`src/design/rabf_pkg.sv`:
```
// Shared types, constants and codes of the RGBA rectangle blend-fill unit.
package rabf_pkg;

    localparam int DEF_MAX_WIDTH  = 256;
    localparam int DEF_MAX_HEIGHT = 256;

    localparam int EDGE_W       = 12;
    localparam int CHAN_W       = 8;
    localparam int PIXEL_W      = 32;
    localparam int SURF_W       = 9;
    localparam int READ_COORD_W = 8;
    localparam int CFG_INDEX_W  = 1;
    localparam int CFG_DATA_W   = 9;

    // Coordinates in the command queue must hold the largest store width itself.
    localparam int COORD_W = 13;
    // Signed width used for clipping the 12-bit edges against the surface.
    localparam int CLIP_W  = 14;

    localparam int QUEUE_DEPTH = 4;

    localparam logic [SURF_W-1:0] SURF_RESET   = 9'd256;
    localparam logic [CHAN_W-1:0] ALPHA_OPAQUE = 8'd255;
    localparam logic [CHAN_W-1:0] ALPHA_CLEAR  = 8'd0;

    typedef enum logic
    {
        REQ_FILL = 1'b0,
        REQ_READ = 1'b1
    } req_kind_t;

    typedef enum logic [CFG_INDEX_W-1:0]
    {
        REG_SURFACE_WIDTH  = 1'b0,
        REG_SURFACE_HEIGHT = 1'b1
    } cfg_reg_t;

    // Stored pixel layout: red in the low byte, alpha in the high byte.
    typedef struct packed
    {
        logic [CHAN_W-1:0] alpha;
        logic [CHAN_W-1:0] blue;
        logic [CHAN_W-1:0] green;
        logic [CHAN_W-1:0] red;
    } pixel_t;

    // Classified command handed from the front end to the back end.
    typedef struct packed
    {
        req_kind_t          kind;
        logic               skip;
        logic [COORD_W-1:0] x0;
        logic [COORD_W-1:0] x1;
        logic [COORD_W-1:0] y0;
        logic [COORD_W-1:0] y1;
        pixel_t             color;
    } cmd_t;

endpackage

```
`src/design/rabf_queue.sv`:
```
// Short command queue between the front end and the back end.
module rabf_queue #(
    parameter int DEPTH = 4
) (
    input  logic             clk,
    input  logic             rst_n,
    input  logic             push,
    input  rabf_pkg::cmd_t   push_data,
    output logic             full,
    input  logic             pop,
    output rabf_pkg::cmd_t   pop_data,
    output logic             empty
);
    import rabf_pkg::*;

    localparam int PTR_W = (DEPTH > 1) ? $clog2(DEPTH) : 1;
    localparam int CNT_W = $clog2(DEPTH + 1);
    localparam logic [PTR_W-1:0] LAST_SLOT  = PTR_W'(DEPTH - 1);
    localparam logic [CNT_W-1:0] FULL_COUNT = CNT_W'(DEPTH);

    cmd_t             slot_reg [DEPTH];
    logic [PTR_W-1:0] wr_ptr_reg;
    logic [PTR_W-1:0] rd_ptr_reg;
    logic [CNT_W-1:0] count_reg;
    logic             do_push;
    logic             do_pop;

    assign full     = (count_reg == FULL_COUNT);
    assign empty    = (count_reg == '0);
    assign do_push  = push && !full;
    assign do_pop   = pop && !empty;
    assign pop_data = slot_reg[rd_ptr_reg];

    always_ff @(posedge clk or negedge rst_n)
    begin
        if (!rst_n)
        begin
            wr_ptr_reg <= '0;
            rd_ptr_reg <= '0;
            count_reg  <= '0;
        end
        else
        begin
            if (do_push)
            begin
                wr_ptr_reg <= (wr_ptr_reg == LAST_SLOT) ? '0 : wr_ptr_reg + PTR_W'(1);
            end
            if (do_pop)
            begin
                rd_ptr_reg <= (rd_ptr_reg == LAST_SLOT) ? '0 : rd_ptr_reg + PTR_W'(1);
            end
            if (do_push && !do_pop)
            begin
                count_reg <= count_reg + CNT_W'(1);
            end
            else if (do_pop && !do_push)
            begin
                count_reg <= count_reg - CNT_W'(1);
            end
        end
    end

    always_ff @(posedge clk)
    begin
        if (do_push)
        begin
            slot_reg[wr_ptr_reg] <= push_data;
        end
    end

endmodule

```
`config.mk`:
```
export PLATFORM = sky130hd
export DESIGN_NAME = rabf_queue
export DESIGN_NICKNAME = d
export VERILOG_FILES = /design/src/design/rabf_pkg.sv /design/src/design/rabf_queue.sv
export SDC_FILE = /design/constraint.sdc
export NUM_CORES = 1
export LEC_CHECK = 0
export BUFFER_PORTS_ARGS = -buffer_cell sky130_fd_sc_hd__buf_2
export CAP_MARGIN = 20
export CELL_PAD_IN_SITES_DETAIL_PLACEMENT = 0
export CELL_PAD_IN_SITES_GLOBAL_PLACEMENT = 1
export CORE_ASPECT_RATIO = 1.25
export CORE_UTILIZATION = 43
export DETAILED_ROUTE_END_ITERATION = 10
export PLACE_DENSITY = 0.68
export RECOVER_POWER = 25
export SYNTH_ARGS = -nofsm -noshare
export SYNTH_HDL_FRONTEND = slang
export SYNTH_SLANG_ARGS = --single-unit
```
`constraint.sdc`:
```
create_clock -name clk -period 5.65 [get_ports clk]
set_input_delay 0.565 -clock clk [delete_from_list [all_inputs] [get_ports clk]]
set_output_delay 0.565 -clock clk [all_outputs]
set_load 0.005 [all_outputs]
```
After elaboration in Yosys (flattened, before gate mapping)
Memories as Yosys holds them, arrays and structs flattened.
Cells that the tools add are included.
{"block": "classes", "n_addsub": 4, "n_mux": 6, "n_eq_ne": 3, "n_bitwise": 0, "order_cmp": 0, "n_div": 0, "reduce_logical": 10, "n_mul": 0, "shift": 0}
{"operator": "$mux W3", "count": 2}
{"operator": "$add A2 B1 Y2 const B", "count": 2}
{"operator": "$eq A2 B2 Y1 const B", "count": 2}
{"operator": "$logic_and A1 B1 Y1", "count": 4}
{"operator": "$logic_not A1 Y1", "count": 4}
{"operator": "$mux W2", "count": 2}
{"operator": "$add A3 B1 Y3 const B", "count": 1}
{"operator": "$eq A3 B3 Y1 const B", "count": 1}
{"operator": "$logic_not A3 Y1", "count": 1}
{"operator": "$sub A3 B1 Y3 const B", "count": 1}
{"operator": "$mux W1", "count": 2}
{"operator": "$reduce_bool A2 Y1", "count": 1}
{"block": "word_totals", "rom_bits": 0, "reg_bits": 7, "mem_count": 1, "latch_bits": 0, "ram_bits": 344}
{"name": "slot_reg", "words": 4, "word_bits": 86, "read_ports": 1, "rd_ports_with_merged_regs": 0, "wr": 1, "line": "rabf_queue.sv:21", "rtl": "cmd_t slot_reg [DEPTH];"}

Logic depth before layout (Yosys ltp)
Gate-level depths: netlist (run 1).
{"block": "logic_depth", "word_depth": 7, "ltp_mapped": 8, "depth_no_buf": 8}

Least setup slack after synthesis (run 1)
No wires, ideal clock.
{"block": "synth_timing", "kind": "input to register", "from": "in push", "to": "mem slot_reg[3][0] (netlist bit) (enable)", "stages": 2, "setup_slack_ps": 890, "required_ps": 5117, "arrival_time_ps": 4227, "cell_sequence": "nand2_1 nor2_1"}
{"block": "synth_via", "elab_chain_len": 3}
{"item": "start: declaration", "line": "rabf_queue.sv:7", "rtl": "input logic push,"}
{"item": "$logic_and A1 B1 Y1", "line": "rabf_queue.sv:30", "rtl": "assign do_push = push && !full;"}
{"item": "$mux W1", "line": "rabf_queue.sv:65", "rtl": "if (do_push)"}
{"item": "$mux W1 (not written as such)", "line": "rabf_queue.sv:67", "rtl": "slot_reg[wr_ptr_reg] <= push_data;"}
{"item": "end: declaration", "line": "rabf_queue.sv:21"}
Every way passes these cells.

==> flow_summary_export.csv, run 1 <==
group,metric,value,unit
job,maxCapViolCount,0,
clocking,cts_tree,"done",
timing,setup_ws,2.31,ns
detailed_routing,drcViolationCount,0,
global_route,grt_pass1_wl,36.7,mm
final_layout,syn2layout_area_growth,18.5,%
global_route,grt_pass1_vias,6404,
global_route,grt_use_total,16.2,%
synthesis,ys_types,22,
detailed_routing,vias,5709,
floorplan,die-area,30600,um^2
timing,worstMarginPinSlew,0.971,ns
detailed_routing,routedWlPerCell,21.2,um
final_layout,final_nets,786,
detailed_routing,vias_per_cell,5.13,
synthesis,syn-cell-area,12900,um^2
global_route,antenna_found_initial,3,
global_route,grt_overflow,0,
floorplan,die_y,195,um
setup_path,crit_chain,"buf_12 > mux4_2 > buf_2",
detailed_routing,routed_wl,23.6,mm
clocking,clk_pin_slew,0.06,ns
synthesis,synth_nets,584,
power,p_int,5.74,mW
setup_path,slowest_stage,"dfrtp_4",
global_route,grt_max_degree,54,
placed_design,place.gp.congestion,0.693,
placed_design,portBuffers,177,
timing,rsz0062_at_grt,"false",
timing,slew_viol_final,0,
clocking,clkLatencyLatePin,0.51,ns
timing,finalCritPeriodShare,59.1,%
power,total_leakage_power,5.03,nW
detailed_routing,antenna_left,0,
power,p_seq_share,47.3,%
clocking,cts_max_path_buffers,3,
power,power,7.88,mW
clocking,hold_buffers,1,
synthesis,ys_seq_area_share,81.7,%
floorplan,io_pins,178,
setup_path,critical_path.max_fanout,47,
floorplan,num_rows,70,
setup_path,cp_slowest_stage_delay,1.04,ns
floorplan,start_util,43.8,%
synthesis,syn-instance-count,487,
clocking,cts_buffers,35,
setup_path,path_class,"reg -> out",
power,switching_power,2.14,mW
timing,hold_viol,0,
placed_design,dp_hpwl,14.2,mm
final_layout,largest_reg_flops,344,
synthesis,ys_warn_count,0,
floorplan,core_area,29300,um^2
clocking,post_cts_resized,0,
setup_path,end_kind,"primary output",
setup_path,cp.required,5.09,ns
setup_path,cp.arrival,2.78,ns
floorplan,die_x,157,um
power,p_sw_share,27.2,%
timing,finalCriticalPeriod,3.34,ns
power,cellPowerDensity,517,nW/um^2
synthesis,syn_avg_cell_area,26.4,um^2
timing,fin_setup_tns,0,ns
power,max-vdd-ir-drop,0.231,mV
worst_hold_path,hp-class,"in -> reg",
timing,setup_violations,0,
clocking,htreeDepth,2,
final_layout,drive_above_1_share,38.9,%
detailed_routing,drtIter0Drc,306,
setup_path,setup.worst_path.start_class,"flip-flop",
synthesis,ys_ff_latch,351,
power,clockPowerShare,28.3,%
detailed_routing,firstDrtPassIters,4,
clocking,clock-root-buffer,"clkbuf_16",
timing,clock_skew,0.0122,ns
placed_design,place_ws,2.76,ns
timing,relSlewSlack,35.3,%
timing,fmax,299,MHz
power,combPwrFrac,24.4,%
clocking,cts_sinks,351,
clocking,post_cts_buffers,0,
status,status,"finished clean",
## kinds of logic (layout without fill, tap and decap cells)
group	count (synthesis)	in the layout	share of synthesized area, %
buffers and inverters	23	251	1.26
and+or+nand+nor	11	11	0.506
AOI/OAI and AO/OA	2	2	0.156
xor gates and xnor gates	3	3	0.204
adders and majority gates	7	7	0.740
other	0	2	0
DFF	351	351	81.7
muxes	90	90	15.4
## per-layer routing
metal	vias up	track usage, %	share of wire (%)
met5	-	0	0.034
met4	2	6.35	3.0
met3	52	3.48	4.9
met2	137	28.6	54
met1	3015	19.2	38
li1	2503	-	-
## cell usage in the layout, fill, tap and decap left out, types with 2 or more instances in the layout
cell and n:
and2_4 3, buf_2 121, buf_4 6, bufinv_16 2
clkbuf_1 63, clkbuf_16 37, clkinv_1 5, clkinv_2 7
clkinvlp_4 3, dfrtp_1 5, dfrtp_4 2, diode_2 2
edfxtp_1 344, ha_1 6, inv_1 3, mux2_2 4
mux4_2 86, nor2_1 2, nor3_1 2, xor2_1 2
## power by group through the flow
stage	Combinational [mW]	Clock (mW)	Sequential, mW
2_1_floorplan	1.37	0	3.62
3_3_place_gp	1.97	0	3.76
3_5_place_dp	2.00	0	3.81
4_1_cts	2.00	2.29	3.75
5_1_grt	2.09	2.38	3.80
6_report	1.92	2.23	3.73
## critical path, delay by kind of cell, from the launching register on
family,cells,cell delay [ns]
buffers and inverters,2,0.57
flip-flops,1,1.04
multiplexers,1,0.57
## synthesized netlist by cell type
cell type | n | area (um^2)
nor3_1 | 2 | 10.0
mux2_2 | 4 | 45.0
xor2_1 | 2 | 17.5
nor2b_2 | 1 | 8.76
dfrtp_1 | 7 | 175
ha_1 | 6 | 75.1
clkbuf_1 | 4 | 15.0
buf_12 | 2 | 40.0
nor2_1 | 3 | 11.3
fa_1 | 1 | 20.0
nor3b_2 | 1 | 12.5
inv_1 | 3 | 11.3
buf_4 | 5 | 37.5
o31ai_2 | 1 | 12.5
xnor2_1 | 1 | 8.76
and2_1 | 3 | 18.8
buf_2 | 7 | 35.0
mux4_2 | 86 | 1940
edfxtp_1 | 344 | 10300
nand2_1 | 1 | 3.75
buf_6 | 2 | 22.5
a21o_1 | 1 | 7.51
## cell type report
type                            instances  area (um^2)
Sequential cell                       351        10500
Clock buffer                           44          952
Timing Repair Buffer                  185          891
Antenna cell                            2         5.00
Tap cell                              396          495
Clock inverter                         19          156
Multi-Input combinational cell        113         2200
Inverter                                3         11.3
Fill cell                            2331        14100
## worst paths after layout
kind | start | to | slack, ns | cells past startpoint
max in group asynchronous | rst_n | rd_ptr_reg[0] | 5.05 | 2
setup / recovery | rd_ptr_reg[0] | pop_data[83] | 2.31 | 3
hold / removal | push_data[85] | slot_reg[1][85] | 0.28 | 1
setup reg to reg | count_reg[2] | slot_reg[1][60] | 3.01 | 4
min in group asynchronous | rst_n | rd_ptr_reg[1] | 0.43 | 2
hold reg to reg | count_reg[2] | count_reg[2] | 0.57 | 1
## through the flow
step / std cells / instance area (um^2) / hold slack [ns] / util, %
detailed placement: 1047 / 14200 / 0.406 / 48.3
global placement: 1047 / 14200 / 0.403 / 48.3
finish: 1113 / 15200 / 0.276 / 51.9
CTS: 1111 / 15300 / 0.239 / 52.1
floorplan: 487 / 12900 / 0.269 / -
global route: 1112 / 15200 / 0.267 / 51.9
Power figures use the tool's default switching activity.
==> run 2: changes to the inputs <==
clock period = 3.43 ns   (was 5.65 ns; I/O delays follow)
==> run 2 against run 1 <==
  * Hold slack worse by 0.23 ns
  * Worst setup slack got worse by 1.7 ns
  * Total power rose by 65%
  * Non-clock buffer count up 4
  * Critical path type unchanged
==> flow_summary_export.csv, run 2 (synthesized netlist as in run 1, its figures left out) <==
group,metric,value,unit
power,p_sw_share,27.0,%
floorplan,core_area,29300,um^2
timing,setup_violations,0,
setup_path,end_kind,"primary output",
power,total_leakage_power,5.06,nW
global_route,grt_overflow,0,
floorplan,num_rows,70,
timing,fin_setup_tns,0,ns
detailed_routing,dr_wl_met2,13.2,mm
power,switching_power,3.51,mW
timing,hold_viol,0,
final_layout,final_common_cell,"edfxtp_1",
clocking,clk_pin_slew,0.06,ns
power,clockPowerShare,27.6,%
final_layout,final_nets,790,
placed_design,portBuffers,177,
detailed_routing,top_layer,"met5",
power,p_int,9.46,mW
timing,worstMarginPinSlew,0.711,ns
power,max-vdd-ir-drop,0.453,mV
setup_path,cp.arrival,2.43,ns
clocking,clock-root-buffer,"clkbuf_16",
floorplan,io_pins,178,
clocking,cts_sinks,351,
clocking,post_cts_buffers,0,
clocking,htreeDepth,2,
global_route,antenna_found_initial,2,
detailed_routing,antenna_left,0,
placed_design,place.gp.congestion,0.711,
clocking,clkLatencyLatePin,0.51,ns
timing,finalCritPeriodShare,80.9,%
detailed_routing,wl_met3,1.27,mm
clocking,cts_max_path_buffers,3,
final_layout,final_cell_mix,"edfxtp_1 (344), buf_2 (121), mux4_2 (86)",
detailed_routing,vias_per_cell,5.10,
detailed_routing,drcViolationCount,0,
timing,relSlewSlack,52.6,%
final_layout,largest_reg_flops,344,
detailed_routing,firstDrtPassIters,4,
timing,clock_skew,0.00361,ns
detailed_routing,routedWlPerCell,21.3,um
job,maxCapViolCount,0,
global_route,grt_use_total,16.2,%
setup_path,path_class,"reg -> out",
floorplan,start_util,43.8,%
clocking,cts_tree,"done",
detailed_routing,routed_wl,23.8,mm
placed_design,placed_cells,1051,
floorplan,die_y,195,um
final_layout,drive_above_1_share,38.8,%
setup_path,crit_chain,"buf_12 > mux4_2 > buf_2",
timing,rsz0062_at_grt,"false",
clocking,cts_buffers,35,
floorplan,die_x,157,um
timing,finalCriticalPeriod,2.77,ns
power,cellPowerDensity,848,nW/um^2
timing,slew_viol_final,0,
detailed_routing,vias,5692,
power,p_seq_share,46.7,%
setup_path,cp_slowest_stage_delay,0.80,ns
global_route,grt_max_degree,55,
status,status,"finished clean",
placed_design,dp_hpwl,14.7,mm
detailed_routing,drtIter0Drc,259,
setup_path,cp.required,3.09,ns
timing,fmax,360,MHz
detailed_routing,wl_met1,8.96,mm
setup_path,critical_path.max_fanout,38,
final_layout,syn2layout_area_growth,19.0,%
final_layout,instances_no_fill,1117,
power,combPwrFrac,25.7,%
floorplan,die-area,30600,um^2
worst_hold_path,hp-class,"in -> reg",
global_route,grt_pass1_vias,6368,
global_route,grt_pass1_wl,36.4,mm
setup_path,slowest_stage,"dfrtp_4",
final_layout,fillers,2338,
setup_path,setup.worst_path.start_class,"flip-flop",
-- run 2: worst paths after layout --
path / start / to / slack, ns / depth (start not counted)
worst max-delay path: rd_ptr_reg[0] / pop_data[1] / 0.66 / 3
worst min-delay path: push_data[54] / slot_reg[2][54] / 0.05 / 1
worst max register to register: count_reg[2] / slot_reg[2][45] / 1.20 / 4
worst min register to register: count_reg[2] / count_reg[2] / 0.54 / 1
max in group asynchronous: rst_n / rd_ptr_reg[0] / 3.02 / 2
min in group asynchronous: rst_n / count_reg[2] / 0.22 / 2
-- run 2: power by group through the flow --
| stage | clock network, mW | registers (mW) | logic (mW) |
|---|---|---|---|
| floorplan | 0 | 5.95 | 2.27 |
| CTS | 3.70 | 6.08 | 3.46 |
| detailed placement | 0 | 6.17 | 3.45 |
| global route | 3.83 | 6.15 | 3.63 |
| finish | 3.58 | 6.05 | 3.34 |
| global placement | 0 | 6.10 | 3.41 |
-- run 2: metrics by stage --
stage / cell area [um^2] / utilization, % / hold slack, ns / worst slack [ns] / power (mW)
4_1_cts: 15400 / 52.4 / 0.0147 / 0.530 / 13.2
5_1_grt: 15300 / 52.1 / 0.0419 / 0.469 / 13.6
2_1_floorplan: 12900 / - / 0.0474 / 0.142 / 8.21
6_report: 15300 / 52.1 / 0.0475 / 0.655 / 13.0
3_5_place_dp: 14300 / 48.6 / 0.198 / 1.09 / 9.61
3_3_place_gp: 14300 / 48.6 / 0.190 / 1.10 / 9.51
-- run 2: timing repair --
| action | 4_1_cts | 5_1_grt |
|---|---|---|
| endpoints found under the setup margin | 0 | 0 |
| hold buffers | 1 | 0 |
| hold endpoints to repair | 7 | 0 |
| gates resized for setup | 0 | 0 |
-- run 2: cell type report --
class / instances / area, um^2 / share of cell area, %
Sequential cell: 351 / 10500 / 68.7
Multi-Input combinational cell: 113 / 2200 / 14.4
Timing Repair Buffer: 189 / 983 / 6.43
Clock buffer: 42 / 923 / 6.04
Tap cell: 396 / 495 / 3.24
Clock inverter: 22 / 165 / 1.08
Inverter: 3 / 11.3 / 0.0736
Antenna cell: 1 / 2.50 / 0.0164
-- run 2: metal layers --
layer,vias up,GRT usage (%)
li1,2513,-
met2,146,29.8
met4,2,5.08
met1,3004,18.5
met3,27,3.55
met5,-,0
-- run 2: worst max-delay path: cells and delay by family (launching register included) --
kind | cells | cell delay, ns
buffers and inverters | 2 | 0.50
flip-flops | 1 | 0.80
multiplexers | 1 | 0.57
==> run 3: changes to the inputs <==
ABC_AREA = 1   (was not set)
PLACE_DENSITY = 0.75   (was 0.68)
clock period = 2.45 ns   (was 3.43 ns; I/O delays follow)
==> run 3 against run 2 <==
  * Total power rose by 56%
  * Worst setup slack got worse by 0.49 ns
  * Sequential share of layout area fell by 8.8 points
  * Combinational power rose by 87%
  * Synthesized cell count rose by 120%
  * Flip-flop and latch count did not move
  * Clock-buffer cell count rose by 4
  * Routed wire length rose by 18%
  * Largest cell class unchanged
==> flow_summary_export.csv, run 3 <==
group,metric,value,unit
timing,worstMarginPinSlew,0.542,ns
synthesis,synth-compound-area-share,9.25,%
final_layout,drive_above_1_share,15.3,%
placed_design,place.gp.congestion,0.718,
clocking,clk_pin_slew,0.06,ns
synthesis,yosysTopAreaCell,"edfxtp_1",
synthesis,synth-main-ff-cell,"edfxtp_1",
final_layout,design_area,17500,um^2
power,total_leakage_power,6.87,nW
setup_path,reg2reg_slack,0.62,ns
floorplan,io_pins,178,
timing,relSlewSlack,63.8,%
timing,fin_hold_ws,0.0284,ns
floorplan,die_y,204,um
setup_path,r2r-start,"count_reg[0]",
floorplan,die_x,163,um
setup_path,end_kind,"primary output",
setup_path,cp.arrival,2.04,ns
clocking,htreeDepth,2,
final_layout,largest_reg_flops,344,
detailed_routing,routed_wl,28.0,mm
global_route,grt_pass1_vias,8271,
final_layout,final_common_cell,"edfxtp_1",
detailed_routing,antenna_left,0,
synthesis,ys_ff_latch,351,
global_route,grt_overflow,0,
detailed_routing,firstDrtPassIters,5,
placed_design,dpl_cell_area,15400,um^2
global_route,grt_max_degree,89,
final_layout,syn2layout_area_growth,25.2,%
timing,setup_violations,0,
synthesis,ys_warn_count,0,
setup_path,crit_chain,"buf_12 > nand2_1 > o211ai_1 > nand2_1 > buf_2",
timing,finalCritPeriodShare,93.1,%
synthesis,syn-instance-count,1064,
clocking,cts_sinks,351,
floorplan,core_area,32000,um^2
setup_path,critPathMostFrequentCell,"nand2_1",
synthesis,yosys-top-cells-area,"edfxtp_1 (74%), o211ai_1 (9.2%), nand2_1 (7.3%)",
detailed_routing,routedWlPerCell,15.9,um
timing,clock_skew,0.0118,ns
detailed_routing,drtIter0Drc,432,
synthesis,synth_nets,1161,
floorplan,num_rows,73,
clocking,post_cts_resized,0,
synthesis,ys_types,17,
clocking,cts_tree,"done",
timing,fmax,438,MHz
clocking,clkLatencyLatePin,0.51,ns
synthesis,synthMuxAreaShare,0,%
synthesis,synth_top_family_by_area,"compound AO/OA/AOI/OAI gates",
worst_hold_path,hp-class,"in -> reg",
timing,slew_viol_final,0,
global_route,grt_use_total,17.1,%
timing,hold_viol,0,
synthesis,syn-cell-area,14000,um^2
synthesis,yosysMostFrequentCell,"edfxtp_1",
clocking,clock-root-buffer,"clkbuf_16",
setup_path,critical_path.max_fanout,76,
synthesis,yosys.area.top_type_share,73.7,%
synthesis,ys_seq_area_share,75.0,%
timing,rsz0062_at_grt,"false",
power,power,20.2,mW
placed_design,portBuffers,177,
status,status,"finished clean",
worst_hold_path,hp-start,"push",
setup_path,cp_slowest_stage_delay,0.71,ns
synthesis,async_flop_share,1.99,%
detailed_routing,vias,8543,
timing,fin_setup_tns,0,ns
detailed_routing,vias_per_cell,4.84,
global_route,grt_pass1_wl,43.7,mm
synthesis,yosys-top-cells-count,"edfxtp_1 (344), nand2_1 (273), inv_1 (187)",
power,max-vdd-ir-drop,0.731,mV
synthesis,synthAdderAreaFrac,0.679,%
floorplan,start_util,43.8,%
synthesis,synth_edf_count,344,
final_layout,final_cell_mix,"edfxtp_1 (344), nand2_1 (272), inv_1 (187)",
clocking,cts_max_path_buffers,3,
final_layout,final_nets,1424,
setup_path,critPathLaunch,"rd_ptr_reg[0]",
clocking,cts_buffers,36,
detailed_routing,drcViolationCount,0,
synthesis,synth-simple-area-share,7.77,%
power,cellPowerDensity,1150,nW/um^2
setup_path,slowest_stage,"dfrtp_4",
setup_path,cp.required,2.20,ns
synthesis,synth-xor-area-share,0.0625,%
setup_path,path_class,"reg -> out",
placed_design,dp_hpwl,15.5,mm
floorplan,die-area,33300,um^2
global_route,antenna_found_initial,1,
synthesis,syn_avg_cell_area,13.2,um^2
timing,finalCriticalPeriod,2.28,ns
setup_path,setup.worst_path.start_class,"flip-flop",
job,maxCapViolCount,0,
==> run 3: cell count changes in the layout (fill, tap and decap cells not counted), moves of 8 or more <==
| cell | before | now |
|---|---|---|
| buf_12 | 6 | 14 |
| clkinv_1 | 10 | 1 |
| dlygate4sd3_1 | 1 | 88 |
| inv_1 | 3 | 187 |
| mux4_2 | 86 | 0 |
| nand2_1 | 1 | 272 |
| o211ai_1 | 0 | 172 |
==> run 3: kinds of logic after synthesis <==
kind of cell / count (synthesis)
xor+xnor: 1
fa+ha+maj: 7
flops: 351
buf+inv: 245
compound gates: 173
simple gates: 287
==> run 3: path summary, 6_finish.rpt <==
path	depth (start not counted)	to
max	5	pop_data[40]
min	3	wr_ptr_reg[0]
max reg2reg	9	count_reg[1]
min reg2reg	1	count_reg[0]
max in group asynchronous	2	rd_ptr_reg[1]
min in group asynchronous	2	count_reg[1]
==> run 3: power breakdown <==
part,internal (mW),switching (mW)
clock,3.59,2.13
combinational,2.39,3.87
sequential,7.88,0.362
total,13.9,6.36
==> run 3: final cells by class <==
cell class,count,area [um^2]
fillers,2694,14400
multi-input cells,468,2530
diodes,1,2.50
inverters,188,707
clock buffers,46,990
repair buffers,282,2020
well taps,412,515
clock inverters,17,265
flip-flops and latches,351,10500
==> run 3: metrics by stage <==
step                      cells  worst slack, ns  utilization [%]
after floorplan            1064           0.0626                -
after global placement     1612            0.599             48.3
after detailed placement   1612            0.570             48.3
after CTS                  1763         0.000348             55.0
after global routing       1764          0.00572             54.9
final                      1765            0.169             54.9
==> run 3: layer usage <==
layer / track usage, % / vias up / part of all wire, %
li1: - / 4221 / -
met5: 0 / - / 0
met1: 20.0 / 4113 / 40
met4: 4.86 / 0 / 1.8
met3: 3.47 / 44 / 4.7
met2: 31.3 / 165 / 53
==> run 3: repair_timing <==
item	4_1_cts	5_1_grt
setup buffers	0	1
hold endpoints to repair	353	0
hold buffers	88	0
endpoints found under the setup margin	0	54
==> run 3: critical path, delay by kind of cell (launching register included) <==
family | cells | cell delay, ns
DFF | 1 | 0.71
buffers and inverters | 2 | 0.47
and+or+nand+nor | 2 | 0.20
AOI/OAI and AO/OA | 1 | 0.11
