**config.mk**
```make
export PLATFORM = sky130hd
export DESIGN_NAME = rabf_front_flat
export DESIGN_NICKNAME = d
export VERILOG_FILES = /design/src/design/rabf_pkg.sv /design/src/design/rabf_channels.sv /design/src/design/rabf_front.sv /design/src/flat_wrapper.sv
export SDC_FILE = /design/constraint.sdc
export NUM_CORES = 1
export LEC_CHECK = 0
export BUFFER_PORTS_ARGS = -buffer_cell sky130_fd_sc_hd__buf_4
export CORE_MARGIN = 2
export CORE_UTILIZATION = 48
export DETAILED_ROUTE_END_ITERATION = 10
export PLACE_DENSITY = 0.89
export SYNTH_ARGS = -nofsm -noshare
export SYNTH_HDL_FRONTEND = slang
export SYNTH_SLANG_ARGS = --single-unit
```
**constraint.sdc**
```tcl
create_clock -name clk -period 6.2 [get_ports clk]
set_input_delay 0.31 -clock clk [delete_from_list [all_inputs] [get_ports clk]]
set_output_delay 0.31 -clock clk [all_outputs]
set_load 0.05 [all_outputs]
```
**src/design/rabf_pkg.sv**
```systemverilog
// Shared types, constants and codes of the RGBA rectangle blend-fill unit.
package rabf_pkg;

    localparam int DEF_MAX_WIDTH  = 256;
    localparam int DEF_MAX_HEIGHT = 256;

    localparam int EDGE_W       = 12;
    localparam int CHAN_W       = 8;
    localparam int PIXEL_W      = 32;
    localparam int SURF_W       = 9;
    localparam int READ_COORD_W = 8;
    localparam int CFG_INDEX_W  = 1;
    localparam int CFG_DATA_W   = 9;

    // Coordinates in the command queue must hold the largest store width itself.
    localparam int COORD_W = 13;
    // Signed width used for clipping the 12-bit edges against the surface.
    localparam int CLIP_W  = 14;

    localparam int QUEUE_DEPTH = 4;

    localparam logic [SURF_W-1:0] SURF_RESET   = 9'd256;
    localparam logic [CHAN_W-1:0] ALPHA_OPAQUE = 8'd255;
    localparam logic [CHAN_W-1:0] ALPHA_CLEAR  = 8'd0;

    typedef enum logic
    {
        REQ_FILL = 1'b0,
        REQ_READ = 1'b1
    } req_kind_t;

    typedef enum logic [CFG_INDEX_W-1:0]
    {
        REG_SURFACE_WIDTH  = 1'b0,
        REG_SURFACE_HEIGHT = 1'b1
    } cfg_reg_t;

    // Stored pixel layout: red in the low byte, alpha in the high byte.
    typedef struct packed
    {
        logic [CHAN_W-1:0] alpha;
        logic [CHAN_W-1:0] blue;
        logic [CHAN_W-1:0] green;
        logic [CHAN_W-1:0] red;
    } pixel_t;

    // Classified command handed from the front end to the back end.
    typedef struct packed
    {
        req_kind_t          kind;
        logic               skip;
        logic [COORD_W-1:0] x0;
        logic [COORD_W-1:0] x1;
        logic [COORD_W-1:0] y0;
        logic [COORD_W-1:0] y1;
        pixel_t             color;
    } cmd_t;

endpackage

```
**src/design/rabf_channels.sv**
```systemverilog
// Request and reply channel interfaces of the RGBA rectangle blend-fill unit.
interface rabf_req_if;
    import rabf_pkg::*;

    logic                           valid;
    logic                           ready;
    logic                           req_type;
    logic signed [EDGE_W-1:0]       rect_left;
    logic signed [EDGE_W-1:0]       rect_top;
    logic signed [EDGE_W-1:0]       rect_right;
    logic signed [EDGE_W-1:0]       rect_bottom;
    logic        [CHAN_W-1:0]       fill_red;
    logic        [CHAN_W-1:0]       fill_green;
    logic        [CHAN_W-1:0]       fill_blue;
    logic        [CHAN_W-1:0]       fill_alpha;
    logic        [READ_COORD_W-1:0] read_x;
    logic        [READ_COORD_W-1:0] read_y;

    modport source
    (
        output valid, req_type, rect_left, rect_top, rect_right, rect_bottom,
               fill_red, fill_green, fill_blue, fill_alpha, read_x, read_y,
        input  ready
    );

    modport sink
    (
        input  valid, req_type, rect_left, rect_top, rect_right, rect_bottom,
               fill_red, fill_green, fill_blue, fill_alpha, read_x, read_y,
        output ready
    );
endinterface


```
**src/design/rabf_front.sv**
```systemverilog
// Front end: surface registers, request acceptance, rectangle clipping and classification.
module rabf_front #(
    parameter int MAX_WIDTH  = 256,
    parameter int MAX_HEIGHT = 256
) (
    input  logic                               clk,
    input  logic                               rst_n,
    rabf_req_if.sink                           req,
    input  logic                               cfg_we,
    input  logic [rabf_pkg::CFG_INDEX_W-1:0]   cfg_index,
    input  logic [rabf_pkg::CFG_DATA_W-1:0]    cfg_data,
    input  logic                               store_ready,
    input  logic                               q_full,
    output logic                               q_push,
    output rabf_pkg::cmd_t                     q_data
);
    import rabf_pkg::*;

    localparam logic signed [CLIP_W-1:0] MAX_W_S = CLIP_W'(MAX_WIDTH);
    localparam logic signed [CLIP_W-1:0] MAX_H_S = CLIP_W'(MAX_HEIGHT);
    localparam logic        [CLIP_W-1:0] MAX_W_U = CLIP_W'(MAX_WIDTH);
    localparam logic        [CLIP_W-1:0] MAX_H_U = CLIP_W'(MAX_HEIGHT);

    logic [SURF_W-1:0] surface_width_reg;
    logic [SURF_W-1:0] surface_width_next;
    logic [SURF_W-1:0] surface_height_reg;
    logic [SURF_W-1:0] surface_height_next;

    logic signed [CLIP_W-1:0] sw_s;
    logic signed [CLIP_W-1:0] sh_s;
    logic signed [CLIP_W-1:0] w_lim;
    logic signed [CLIP_W-1:0] h_lim;
    logic signed [CLIP_W-1:0] left_s;
    logic signed [CLIP_W-1:0] top_s;
    logic signed [CLIP_W-1:0] right_s;
    logic signed [CLIP_W-1:0] bottom_s;
    logic signed [CLIP_W-1:0] left_c;
    logic signed [CLIP_W-1:0] top_c;
    logic signed [CLIP_W-1:0] right_c;
    logic signed [CLIP_W-1:0] bottom_c;
    logic        [CLIP_W-1:0] rx_ext;
    logic        [CLIP_W-1:0] ry_ext;
    logic                     fill_empty;
    logic                     read_outside;

    // Surface registers; a write to an index beyond the list is ignored.
    always_comb
    begin
        surface_width_next  = surface_width_reg;
        surface_height_next = surface_height_reg;
        if (cfg_we)
        begin
            case (cfg_reg_t'(cfg_index))
                REG_SURFACE_WIDTH:  surface_width_next  = cfg_data;
                REG_SURFACE_HEIGHT: surface_height_next = cfg_data;
                default: ;
            endcase
        end
    end

    always_ff @(posedge clk or negedge rst_n)
    begin
        if (!rst_n)
        begin
            surface_width_reg  <= SURF_RESET;
            surface_height_reg <= SURF_RESET;
        end
        else
        begin
            surface_width_reg  <= surface_width_next;
            surface_height_reg <= surface_height_next;
        end
    end

    // Clip limits: a surface larger than the store acts as the store size.
    assign sw_s  = $signed(CLIP_W'(surface_width_reg));
    assign sh_s  = $signed(CLIP_W'(surface_height_reg));
    assign w_lim = (sw_s > MAX_W_S) ? MAX_W_S : sw_s;
    assign h_lim = (sh_s > MAX_H_S) ? MAX_H_S : sh_s;

    assign left_s   = CLIP_W'(req.rect_left);
    assign top_s    = CLIP_W'(req.rect_top);
    assign right_s  = CLIP_W'(req.rect_right);
    assign bottom_s = CLIP_W'(req.rect_bottom);

    assign left_c   = left_s[CLIP_W-1] ? '0 : left_s;
    assign top_c    = top_s[CLIP_W-1] ? '0 : top_s;
    assign right_c  = (right_s > w_lim) ? w_lim : right_s;
    assign bottom_c = (bottom_s > h_lim) ? h_lim : bottom_s;

    // A fill with no pixels inside, or with a transparent colour, changes nothing.
    assign fill_empty = (right_c <= left_c) || (bottom_c <= top_c)
                        || (req.fill_alpha == ALPHA_CLEAR);

    assign rx_ext       = CLIP_W'(req.read_x);
    assign ry_ext       = CLIP_W'(req.read_y);
    assign read_outside = (rx_ext >= MAX_W_U) || (ry_ext >= MAX_H_U);

    always_comb
    begin
        q_data.kind        = req_kind_t'(req.req_type);
        q_data.color.red   = req.fill_red;
        q_data.color.green = req.fill_green;
        q_data.color.blue  = req.fill_blue;
        q_data.color.alpha = req.fill_alpha;
        if (req_kind_t'(req.req_type) == REQ_FILL)
        begin
            q_data.skip = fill_empty;
            q_data.x0   = left_c[COORD_W-1:0];
            q_data.x1   = right_c[COORD_W-1:0];
            q_data.y0   = top_c[COORD_W-1:0];
            q_data.y1   = bottom_c[COORD_W-1:0];
        end
        else
        begin
            q_data.skip = read_outside;
            q_data.x0   = rx_ext[COORD_W-1:0];
            q_data.x1   = '0;
            q_data.y0   = ry_ext[COORD_W-1:0];
            q_data.y1   = '0;
        end
    end

    assign req.ready = store_ready && !q_full;
    assign q_push    = req.valid && req.ready;

endmodule

```
**src/flat_wrapper.sv**
```systemverilog
// flat-port wrapper written by rule: the top's interface ports become plain ports
module rabf_front_flat import rabf_pkg::*;
#(
    parameter int MAX_WIDTH  = 256,
    parameter int MAX_HEIGHT = 256
)
  (clk, rst_n, cfg_we, cfg_index, cfg_data, store_ready, q_full, q_push, q_data, req_valid, req_req_type, req_rect_left, req_rect_top, req_rect_right, req_rect_bottom, req_fill_red, req_fill_green, req_fill_blue, req_fill_alpha, req_read_x, req_read_y, req_ready);
  rabf_req_if req_i ();
  input  logic clk;
  input  logic rst_n;
  input  logic cfg_we;
  input  logic [rabf_pkg::CFG_INDEX_W-1:0] cfg_index;
  input  logic [rabf_pkg::CFG_DATA_W-1:0] cfg_data;
  input  logic store_ready;
  input  logic q_full;
  output logic q_push;
  output rabf_pkg::cmd_t q_data;
  input wire logic [$bits(req_i.valid)-1:0] req_valid;
  input wire logic [$bits(req_i.req_type)-1:0] req_req_type;
  input wire logic [$bits(req_i.rect_left)-1:0] req_rect_left;
  input wire logic [$bits(req_i.rect_top)-1:0] req_rect_top;
  input wire logic [$bits(req_i.rect_right)-1:0] req_rect_right;
  input wire logic [$bits(req_i.rect_bottom)-1:0] req_rect_bottom;
  input wire logic [$bits(req_i.fill_red)-1:0] req_fill_red;
  input wire logic [$bits(req_i.fill_green)-1:0] req_fill_green;
  input wire logic [$bits(req_i.fill_blue)-1:0] req_fill_blue;
  input wire logic [$bits(req_i.fill_alpha)-1:0] req_fill_alpha;
  input wire logic [$bits(req_i.read_x)-1:0] req_read_x;
  input wire logic [$bits(req_i.read_y)-1:0] req_read_y;
  output wire logic [$bits(req_i.ready)-1:0] req_ready;
  assign req_i.valid = req_valid;
  assign req_i.req_type = req_req_type;
  assign req_i.rect_left = req_rect_left;
  assign req_i.rect_top = req_rect_top;
  assign req_i.rect_right = req_rect_right;
  assign req_i.rect_bottom = req_rect_bottom;
  assign req_i.fill_red = req_fill_red;
  assign req_i.fill_green = req_fill_green;
  assign req_i.fill_blue = req_fill_blue;
  assign req_i.fill_alpha = req_fill_alpha;
  assign req_i.read_x = req_read_x;
  assign req_i.read_y = req_read_y;
  assign req_ready = req_i.ready;
  rabf_front #(.MAX_WIDTH(MAX_WIDTH), .MAX_HEIGHT(MAX_HEIGHT)) u_core (.clk(clk), .rst_n(rst_n), .req(req_i), .cfg_we(cfg_we), .cfg_index(cfg_index), .cfg_data(cfg_data), .store_ready(store_ready), .q_full(q_full), .q_push(q_push), .q_data(q_data));
endmodule
```
---- Word-level counts from Yosys, hierarchy flattened ----
Cells that the tools add are included.
operators by class
  multiplexer cells ....................... 7
  magnitude comparators ................... 8
  bitwise gates (word level) .............. 1
  reduce and logical (&&, ||, !) cells .... 9
operators by type and width
  cell                  number
  $mux W53              1
  $le A14 B14 Y1        2
  $mux W14              2
  $gt A12 B10 Y1        2
  $mux W11              2
  $ge A8 B9 Y1 const B  2
  $gt A9 B9 Y1 const B  2
  $mux W9               2
  $logic_not A8 Y1      1
  $reduce_and A2 Y1     2
  $logic_or A1 B1 Y1    3
  $logic_and A1 B1 Y1   2
  $logic_not A1 Y1      1
  $not A1 Y1            1
word-level totals
  word-level logic and storage cells ...... 27
  output and inout bits ................... 88
  flip-flop bits (word level) ............. 18
  bits of input ports ..................... 113

---- Longest topological paths before layout ----
Gate-level depths: netlist of run 1.
  depth in word-level cells ............... 8
  mapped depth ............................ 16

---- Worst setup path before layout of run 1 ----
OpenSTA, ideal clock, no wires.
  kind .................................... register to output
  start ................................... register u_core.surface_height_reg[8]
  end ..................................... output q_data[84] in the netlist's numbering
  path buffers ............................ 2
  slack ................................... 1.865 ns
  cell stages (with the launch flop) ...... 14
  arrival time ............................ 4.025 ns
  cell sequence ........................... dfstp_2 clkbuf_1 inv_1 ha_1 or4_4 o41a_1 buf_6 mux2_4 ha_1 and3_1 nand3_1 o31a_1 o21a_1 a31oi_1
RTL lines
  what                    line                RTL
  start, declared         rabf_front.sv:26    logic [SURF_W-1:0] surface_height_reg;
  start signal, assigned  rabf_front.sv:71    surface_height_reg <= surface_height_next;
  end, declared           flat_wrapper.sv:17  output rabf_pkg::cmd_t q_data;

==> results.py, run 1 <==
metrics = {
    "pwr": {
        "power_density_nw_per_um2": 166,
        "totalPowerFinal_uw": 680,
        "p_leak_nw": 2.04,
        "ir_worst_vdd_mv": 0.156,
    },
    "clocking": {
        "cts.path.max_buffers": 2,
        "cts_resized": 0,
        "cts_tree": "built",
        "clkTransAtPathRegs_ns": 0.06,
        "post-cts-setup-buffer-count": 0,
        "cts_buffers": 3,
        "hold_buffers": 1,
        "clock_sinks": 18,
        "htreeDepth": 1,
        "cts_root_buf": "clkbuf_8",
        "clk_latency_ns": 0.26,
    },
    "sta": {
        "rsz0062_at_grt": "no",
        "hold_violations": 0,
        "worst_slew_pin_slew_ns": 1.14,
        "setup_ws_ns": 1.41,
        "fin_crit_ns": 4.79,
        "setup_viol_count_final": 0,
        "final-max-slew-violation-count": 0,
        "slew_headroom": 0.243,
        "period_share": 0.772,
        "fin_tns_setup_ns": 0,
        "fin_skew_ns": 0,
        "timing.hold.ws_ns": 0.291,
        "max_freq_mhz": 209,
    },
    "die": {
        "ios": 201,
        "die_y_um": 85.6,
        "start_util": 0.501,
        "dieArea_um2": 7330,
        "rows": 29,
        "coreArea_um2": 6390,
        "die_w_um": 85.6,
    },
    "placed_design": {
        "dp_cells": 554,
        "dp_slack_ns": 1.70,
        "place_area_um2": 4030,
        "gp_congestion": 0.830,
        "hpwl_um": 7560,
        "portBuffers": 148,
    },
    "logic_synthesis": {
        "syn_area_per_cell_um2": 8.37,
        "synth_most_common_cell": "nand2b_1",
        "synth_cell_types": 44,
        "synth_async_sr_flop_share": 1.00,
        "yosysTopAreaCellShare": 0.157,
        "ys_ff_latch": 18,
        "ys_seq_area_frac": 0.142,
        "yosysTopAreaCell": "ha_1",
        "synth_flop_cell": "dfrtp_1",
        "synth_warnings": 0,
        "synth_area_um2": 3200,
        "netlist_instances": 382,
        "synthTopCellsByCount": "41 x nand2b_1, 40 x ha_1, 39 x buf_4",
        "synth-edff-count": 0,
        "synthTopCellsByArea": "ha_1 16%, dfrtp_1 13%, mux2_2 9.9%",
    },
    "drt": {
        "wl_um": 8890,
        "post-route-drc-count": 0,
        "drt_iter0_markers": 81,
        "num_vias": 3024,
        "wl_per_cell_um": 15.9,
        "drtAntennaViolNets": 0,
        "firstDrtPassIters": 4,
        "vias_per_cell": 5.41,
    },
    "flow_run": {
        "cap_violations": 0,
    },
    "layout": {
        "fin_area_um2": 4100,
        "post-route-util": 0.642,
        "drive_gt1_frac": 0.402,
        "synthToLayoutAreaGrowth_pct": 28.2,
        "fin_cells": 559,
        "antenna_cells": 0,
        "nets": 636,
    },
    "worst_setup_path": {
        "path_depth": 14,
        "crit_family": "compound AO/OA/AOI/OAI gates",
        "crit_slowest_cell": "o41a_1",
        "crit_type": "flip-flop to output port",
        "crit_chain": "nor2b_1, inv_1, ha_1, and3_1, a41oi_1, o41a_1, mux2_4, ha_1, and3_1, nand3_1, o31a_1, o21a_1, a31oi_1, buf_4",
        "cp_num_buf_inv": 2,
        "critPathLaunchType": "flip-flop",
        "crit_path_end_kind": "output port",
        "path_max_fanout": 18,
        "worstPathArrival_ns": 4.48,
        "cp.required_ns": 5.89,
        "r2r.worst_path.cells": 2,
        "cp_slowest_stage_delay_ns": 0.97,
    },
    "global_route": {
        "grt_pass1_wl_um": 13700,
        "grt_pass1_vias": 2960,
        "overflow": 0,
        "antenna_found_initial": 0,
        "grt_usage": 0.230,
        "grt_max_degree": 81,
    },
    "run_status": {
        "status": "completed",
    },
    "worst_hold_path": {
        "worstHoldPathType": "primary input to flip-flop",
        "min_path_cells": 2,
    },
}
-- logic make-up after synthesis --
logic type      count (synthesis)  synth area share
compound gates                 49            0.0971
buf+inv                        77             0.144
other cells                     1           0.00117
simple gates                  142             0.265
mux                            55             0.194
fa+ha+maj                      40             0.157
flops                          18             0.142
-- routing by layer --
metal | wire (um) | track usage
met1 | 3550 | 0.269
met3 | 530 | 0.0318
met5 | 0 | 0
met2 | 4730 | 0.438
met4 | 85 | 0.0548
-- power by group --
| part | switching, mW | internal, mW | leakage [nW] |
|---|---|---|---|
| clock network | 0.0414 | 0.0566 | 0.0288 |
| registers | 0.0132 | 0.136 | 0.209 |
| logic | 0.249 | 0.184 | 1.80 |
-- worst paths after layout --
check                                        startpoint                            to  slack [ns]
max                        u_core.surface_height_reg[8]                    q_data[84]        1.41
min                                         cfg_data[2]  u_core.surface_height_reg[2]        0.29
max reg2reg                 u_core.surface_width_reg[8]   u_core.surface_width_reg[8]        5.18
min reg2reg                u_core.surface_height_reg[7]  u_core.surface_height_reg[7]        0.50
max in group asynchronous                         rst_n  u_core.surface_height_reg[8]        5.49
min in group asynchronous                         rst_n   u_core.surface_width_reg[6]        0.45
-- worst reg2reg max path: stages (launching register included) --
cell,delay [ns]
dfstp_2,0.65
inv_1,0.10
o21ai_0,0.19
-- cell type report --
class	count	area [um2]
inverters	21	78.8
repair buffers	149	1120
clock buffers	4	55.1
multi-input cells	290	2290
fillers	546	2290
flip-flops and latches	18	453
well taps	77	96.3
-- cell usage in the layout, fill, tap and decap left out, types with 9 or more instances in the layout --
cell / synthesis / final
buf_4: 39 / 148
nand2b_1: 41 / 41
ha_1: 40 / 40
mux2_2: 28 / 28
nor2b_1: 25 / 25
inv_1: 21 / 21
nand2_1: 21 / 21
o21ai_0: 20 / 20
mux2i_1: 20 / 20
or2b_1: 16 / 16
dfrtp_1: 16 / 16
a21oi_1: 12 / 12
nor2_1: 9 / 9
(Power assumes the default switching activity.)
==> run 2, diff against run 1 <==
Settings changed: CORE_UTILIZATION 48 to 44, PLACE_DENSITY 0.89 to 0.82.
Clock period 6.2 ns to 4.8 ns, I/O delays scaled along.
==> run 2 against run 1 <==
Power is 28% higher. Sequential power grew 30%. Critical path depth is the same. Die area grew 8.6%. Clock skew unchanged. Largest cell class unchanged. Largest power group unchanged. Highest routed layer unchanged.
==> results.py, run 2 (same netlist as run 1, synthesis figures left out) <==
metrics = {
    "placed_design": {
        "portBuffers": 148,
        "gp_congestion": 0.853,
        "dp_slack_ns": 0.694,
        "dp_cells": 578,
        "place_area_um2": 4080,
        "hpwl_um": 7830,
    },
    "global_route": {
        "grt_pass1_vias": 2829,
        "grt_pass1_wl_um": 13100,
        "antenna_found_initial": 0,
        "grt_usage": 0.208,
        "overflow": 0,
        "grt_max_degree": 81,
    },
    "layout": {
        "fin_cells": 583,
        "n_fill_cell": 669,
        "synthToLayoutAreaGrowth_pct": 29.5,
        "final_cell_mix": "150 x buf_4, 41 x nand2b_1, 40 x ha_1",
        "antenna_cells": 0,
        "drive_gt1_frac": 0.405,
        "fin_area_um2": 4140,
        "nets": 638,
        "final_common_cell": "buf_4",
    },
    "sta": {
        "rsz0062_at_grt": "no",
        "slew_headroom": 0.407,
        "setup_ws_ns": 0.415,
        "fin_skew_ns": 0,
        "hold_violations": 0,
        "setup_viol_count_final": 0,
        "final-max-slew-violation-count": 0,
        "period_share": 0.914,
        "fin_crit_ns": 4.39,
        "fin_tns_setup_ns": 0,
        "max_freq_mhz": 228,
        "worst_slew_pin_slew_ns": 0.889,
    },
    "die": {
        "rows": 31,
        "ios": 201,
        "dieArea_um2": 7960,
        "die_w_um": 89.2,
        "die_y_um": 89.2,
        "start_util": 0.448,
        "coreArea_um2": 7140,
    },
    "worst_setup_path": {
        "crit_path_end_kind": "output port",
        "crit_type": "flip-flop to output port",
        "critPathLaunchType": "flip-flop",
        "crit_slowest_cell": "o21a_1",
        "worst_path_most_repeated_cell": "ha_1",
        "path_max_fanout": 19,
        "crit_family": "compound AO/OA/AOI/OAI gates",
        "cp_slowest_stage_delay_ns": 0.72,
        "worstPathArrival_ns": 4.15,
        "cp.required_ns": 4.56,
        "cp_num_buf_inv": 2,
        "crit_chain": "nor2b_1, inv_1, ha_1, and3_1, nand3_1, o41a_1, o21a_1, mux2_2, ha_1, and4_1, a221oi_1, o21ai_0, a31oi_1, buf_4",
    },
    "clocking": {
        "cts_resized": 0,
        "clk_latency_ns": 0.25,
        "cts_tree": "built",
        "post-cts-setup-buffer-count": 0,
        "clkTransAtPathRegs_ns": 0.06,
        "cts_buffers": 3,
        "htreeDepth": 1,
        "clock_sinks": 18,
        "hold_buffers": 1,
        "cts_root_buf": "clkbuf_8",
        "cts.path.max_buffers": 2,
    },
    "worst_hold_path": {
        "worstHoldPathType": "primary input to flip-flop",
    },
    "drt": {
        "post-route-drc-count": 0,
        "wl_per_cell_um": 15.5,
        "drtAntennaViolNets": 0,
        "wl_um": 9020,
        "drt_iter0_markers": 62,
        "vias_per_cell": 5.16,
        "firstDrtPassIters": 5,
        "num_vias": 3006,
    },
    "pwr": {
        "p_leak_nw": 2.05,
        "power_density_nw_per_um2": 211,
        "ir_worst_vdd_mv": 0.185,
    },
    "flow_run": {
        "cap_violations": 0,
    },
    "run_status": {
        "status": "completed",
    },
}
-- run 2: final timing paths --
kind,start,endpoint,slack (ns),cells past startpoint
worst max-delay path,u_core.surface_width_reg[8],q_data[84],0.41,14
worst min-delay path,cfg_data[7],u_core.surface_height_reg[7],0.23,2
worst max register to register,u_core.surface_width_reg[8],u_core.surface_width_reg[8],3.81,2
worst min register to register,u_core.surface_width_reg[1],u_core.surface_width_reg[1],0.50,1
max in group asynchronous,rst_n,u_core.surface_width_reg[8],4.16,2
min in group asynchronous,rst_n,u_core.surface_width_reg[0],0.39,2
-- run 2: cell type report --
class,instances,area (um2),share of cell area
multi-input combinational,290,2290,0.554
timing repair buffer,151,1140,0.274
sequential,18,453,0.109
tap,99,124,0.0299
inverter,21,78.8,0.0190
clock buffer,4,55.1,0.0133
-- run 2: power breakdown --
group	internal, mW	total, mW	switching (mW)
combinational	0.238	0.557	0.319
clock	0.0729	0.122	0.0495
sequential	0.176	0.193	0.0172
total	0.487	0.873	0.386
-- run 2: per-layer routing --
layer	track usage	part of all wire	vias to the layer above
met5	0	0	-
met4	0.0638	0.023	0
met3	0.0212	0.057	18
met2	0.385	0.52	116
met1	0.251	0.40	1395
li1	-	-	1477
-- run 2: through the flow --
step / power (mW) / hold slack (ns) / util
floorplan: 0.636 / -0.0556 / -
global placement: 0.739 / 0.113 / 0.571
detailed placement: 0.754 / 0.119 / 0.571
CTS: 0.878 / 0.230 / 0.580
global route: 0.933 / 0.232 / 0.580
finish: 0.873 / 0.231 / 0.580
==> run 3, diff against run 2 <==
Settings changed: ABC_AREA from default to 1.
==> run 3 against run 2 <==
Non-clock buffer count decreased by 2. First-iteration DRC count decreased by 6.5%. Worst setup slack improved by 0.33 ns. Synthesized cell count increased by 30%. Critical path depth increased by 8. Wire length decreased by 8.7%.
==> results.py, run 3 <==
metrics = {
    "run_status": {
        "status": "completed",
    },
    "drt": {
        "wl_um": 8240,
        "post-route-drc-count": 0,
        "num_vias": 3292,
        "wl_per_cell_um": 11.8,
        "drt_iter0_markers": 58,
        "vias_per_cell": 4.70,
        "firstDrtPassIters": 4,
        "drtAntennaViolNets": 0,
    },
    "logic_synthesis": {
        "synthTopCellsByArea": "ha_1 16%, nand2_1 15%, dfrtp_1 12%",
        "syn_area_per_cell_um2": 6.46,
        "synth_most_common_cell": "nand2_1",
        "netlist_instances": 498,
        "synth_async_sr_flop_share": 1.00,
        "ys_ff_latch": 18,
        "synthTopCellsByCount": "125 x nand2_1, 68 x inv_1, 40 x ha_1",
        "synth_cell_types": 35,
        "synth-edff-count": 0,
        "yosysTopAreaCellShare": 0.155,
        "ys_seq_area_frac": 0.141,
        "yosysTopAreaCell": "ha_1",
        "synth_area_um2": 3220,
        "synth_flop_cell": "dfrtp_1",
        "synth_warnings": 0,
    },
    "clocking": {
        "cts_buffers": 3,
        "cts_root_buf": "clkbuf_8",
        "clk_latency_ns": 0.24,
        "post-cts-setup-buffer-count": 0,
        "clkTransAtPathRegs_ns": 0.06,
        "clock_sinks": 18,
        "htreeDepth": 1,
        "cts.path.max_buffers": 2,
        "cts_tree": "built",
    },
    "placed_design": {
        "hpwl_um": 7360,
        "place_area_um2": 4100,
        "portBuffers": 148,
        "gp_congestion": 0.889,
    },
    "worst_setup_path": {
        "cp_num_buf_inv": 3,
        "worst_path_most_repeated_cell": "nand2_1",
        "crit_chain": "clkinv_1, nand2_1, ha_1, a21oi_1, o21ai_0, nand2_1, nand3_4, nand3_4, nand2_4, nand2_4, inv_2, ha_1, nand2_1, nor2_1, nand2_1, nand3_1, nand2_1, nand2_1, nand3_1, nor2_1, a21oi_1, buf_4",
        "crit_path_end_kind": "output port",
        "crit_slowest_cell": "dfstp_2",
        "critPathLaunchType": "flip-flop",
        "path_max_fanout": 11,
        "cp_slowest_stage_delay_ns": 0.54,
        "crit_type": "flip-flop to output port",
        "worstPathArrival_ns": 3.81,
        "cp.required_ns": 4.56,
        "crit_family": "simple AND/OR/NAND/NOR gates",
    },
    "global_route": {
        "grt_max_degree": 64,
        "antenna_found_initial": 0,
        "grt_pass1_vias": 3086,
        "overflow": 0,
        "grt_usage": 0.202,
        "grt_pass1_wl_um": 13000,
    },
    "sta": {
        "worst_slew_pin_slew_ns": 0.607,
        "fin_tns_setup_ns": 0,
        "final-max-slew-violation-count": 0,
        "fin_skew_ns": 0,
        "hold_violations": 0,
        "max_freq_mhz": 247,
        "timing.hold.ws_ns": 0.256,
        "rsz0062_at_grt": "no",
        "slew_headroom": 0.596,
        "setup_viol_count_final": 0,
        "fin_crit_ns": 4.05,
        "period_share": 0.844,
    },
    "flow_run": {
        "cap_violations": 0,
    },
    "die": {
        "coreArea_um2": 7180,
        "dieArea_um2": 8020,
        "ios": 201,
        "start_util": 0.449,
        "die_y_um": 89.5,
        "rows": 31,
        "die_w_um": 89.5,
    },
    "worst_hold_path": {
        "worstHoldPathType": "primary input to flip-flop",
    },
    "pwr": {
        "p_leak_nw": 2.39,
        "power_density_nw_per_um2": 198,
        "ir_worst_vdd_mv": 0.170,
    },
    "layout": {
        "n_fill_cell": 698,
        "antenna_cells": 0,
        "final_common_cell": "buf_4",
        "final_cell_mix": "148 x buf_4, 125 x nand2_1, 68 x inv_1",
        "synthToLayoutAreaGrowth_pct": 29.0,
        "drive_gt1_frac": 0.380,
        "nets": 757,
        "fin_area_um2": 4150,
    },
}
==> run 3: changes by cell type in the layout (fill, tap and decap cells not counted), moves of 20 or more <==
cell / change
mux2i_1: -20
nor2_1: +28
mux2_2: -28
inv_2: +20
nand2_1: +104
inv_1: +47
nor2b_1: -24
nand2b_1: -40
==> run 3: power breakdown <==
part | internal, mW | switching [mW] | total (mW) | leakage [nW]
registers | 0.173 | 0.0136 | 0.186 | 0.219
logic | 0.194 | 0.344 | 0.538 | 2.15
clock network | 0.0556 | 0.0436 | 0.0992 | 0.0216
total | 0.422 | 0.401 | 0.823 | 2.39
==> run 3: cell families (layout without fill, tap and decap cells) <==
family                     count (synthesis)  in the layout  synth area share
other                                      1              4           0.00116
DFF                                       18             18             0.141
AOI/OAI and AO/OA                         59             59            0.0999
and+or+nand+nor                          237            237             0.382
adders and majority gates                 40             40             0.155
buffers and inverters                    143            244             0.220
==> run 3: layout make-up <==
| type | count | area (um2) | share of cell area |
|---|---|---|---|
| well taps | 99 | 124 | 0.0298 |
| multi-input cells | 340 | 2070 | 0.498 |
| repair buffers | 149 | 1120 | 0.270 |
| clock buffers | 3 | 41.3 | 0.00994 |
| flip-flops and latches | 18 | 453 | 0.109 |
| inverters | 92 | 345 | 0.0832 |
==> run 3: metal layers <==
| layer | up-vias | global-route usage | wire [um] |
|---|---|---|---|
| met5 | - | 0 | 0 |
| met4 | 0 | 0.0665 | 213 |
| met3 | 24 | 0.0139 | 327 |
| met2 | 94 | 0.368 | 4240 |
| met1 | 1456 | 0.250 | 3460 |
| li1 | 1718 | - | - |
==> run 3: worst min-delay path, delay by kind of cell <==
kind                   cells  cell delay [ns]
buffers and inverters      2             0.16
AO/OA/AOI/OAI              1             0.08
==> run 3: worst paths after layout <==
check	startpoint	endpoint	slack [ns]	cells past startpoint
setup / recovery	u_core.surface_width_reg[8]	q_data[84]	0.75	22
hold / removal	cfg_data[8]	u_core.surface_height_reg[8]	0.26	3
setup reg to reg	u_core.surface_height_reg[8]	u_core.surface_height_reg[8]	3.94	2
hold reg to reg	u_core.surface_height_reg[3]	u_core.surface_height_reg[3]	0.49	2
max in group asynchronous	rst_n	u_core.surface_width_reg[8]	4.15	2
min in group asynchronous	rst_n	u_core.surface_height_reg[4]	0.39	2
==> run 3: through the flow <==
step	instances	setup WS [ns]	utilization	total power, mW
global route	701	0.404	0.579	0.896
detailed placement	697	1.05	0.572	0.728
floorplan	501	1.17	-	0.622
CTS	701	0.774	0.579	0.830
finish	701	0.749	0.579	0.823
global placement	697	1.24	0.572	0.712
==> run 3: repair_timing <==
| action | CTS | global route |
|---|---|---|
| hold buffers | 1 | 0 |
| hold endpoints to repair | 16 | 0 |
| gates resized for setup | 0 | 0 |
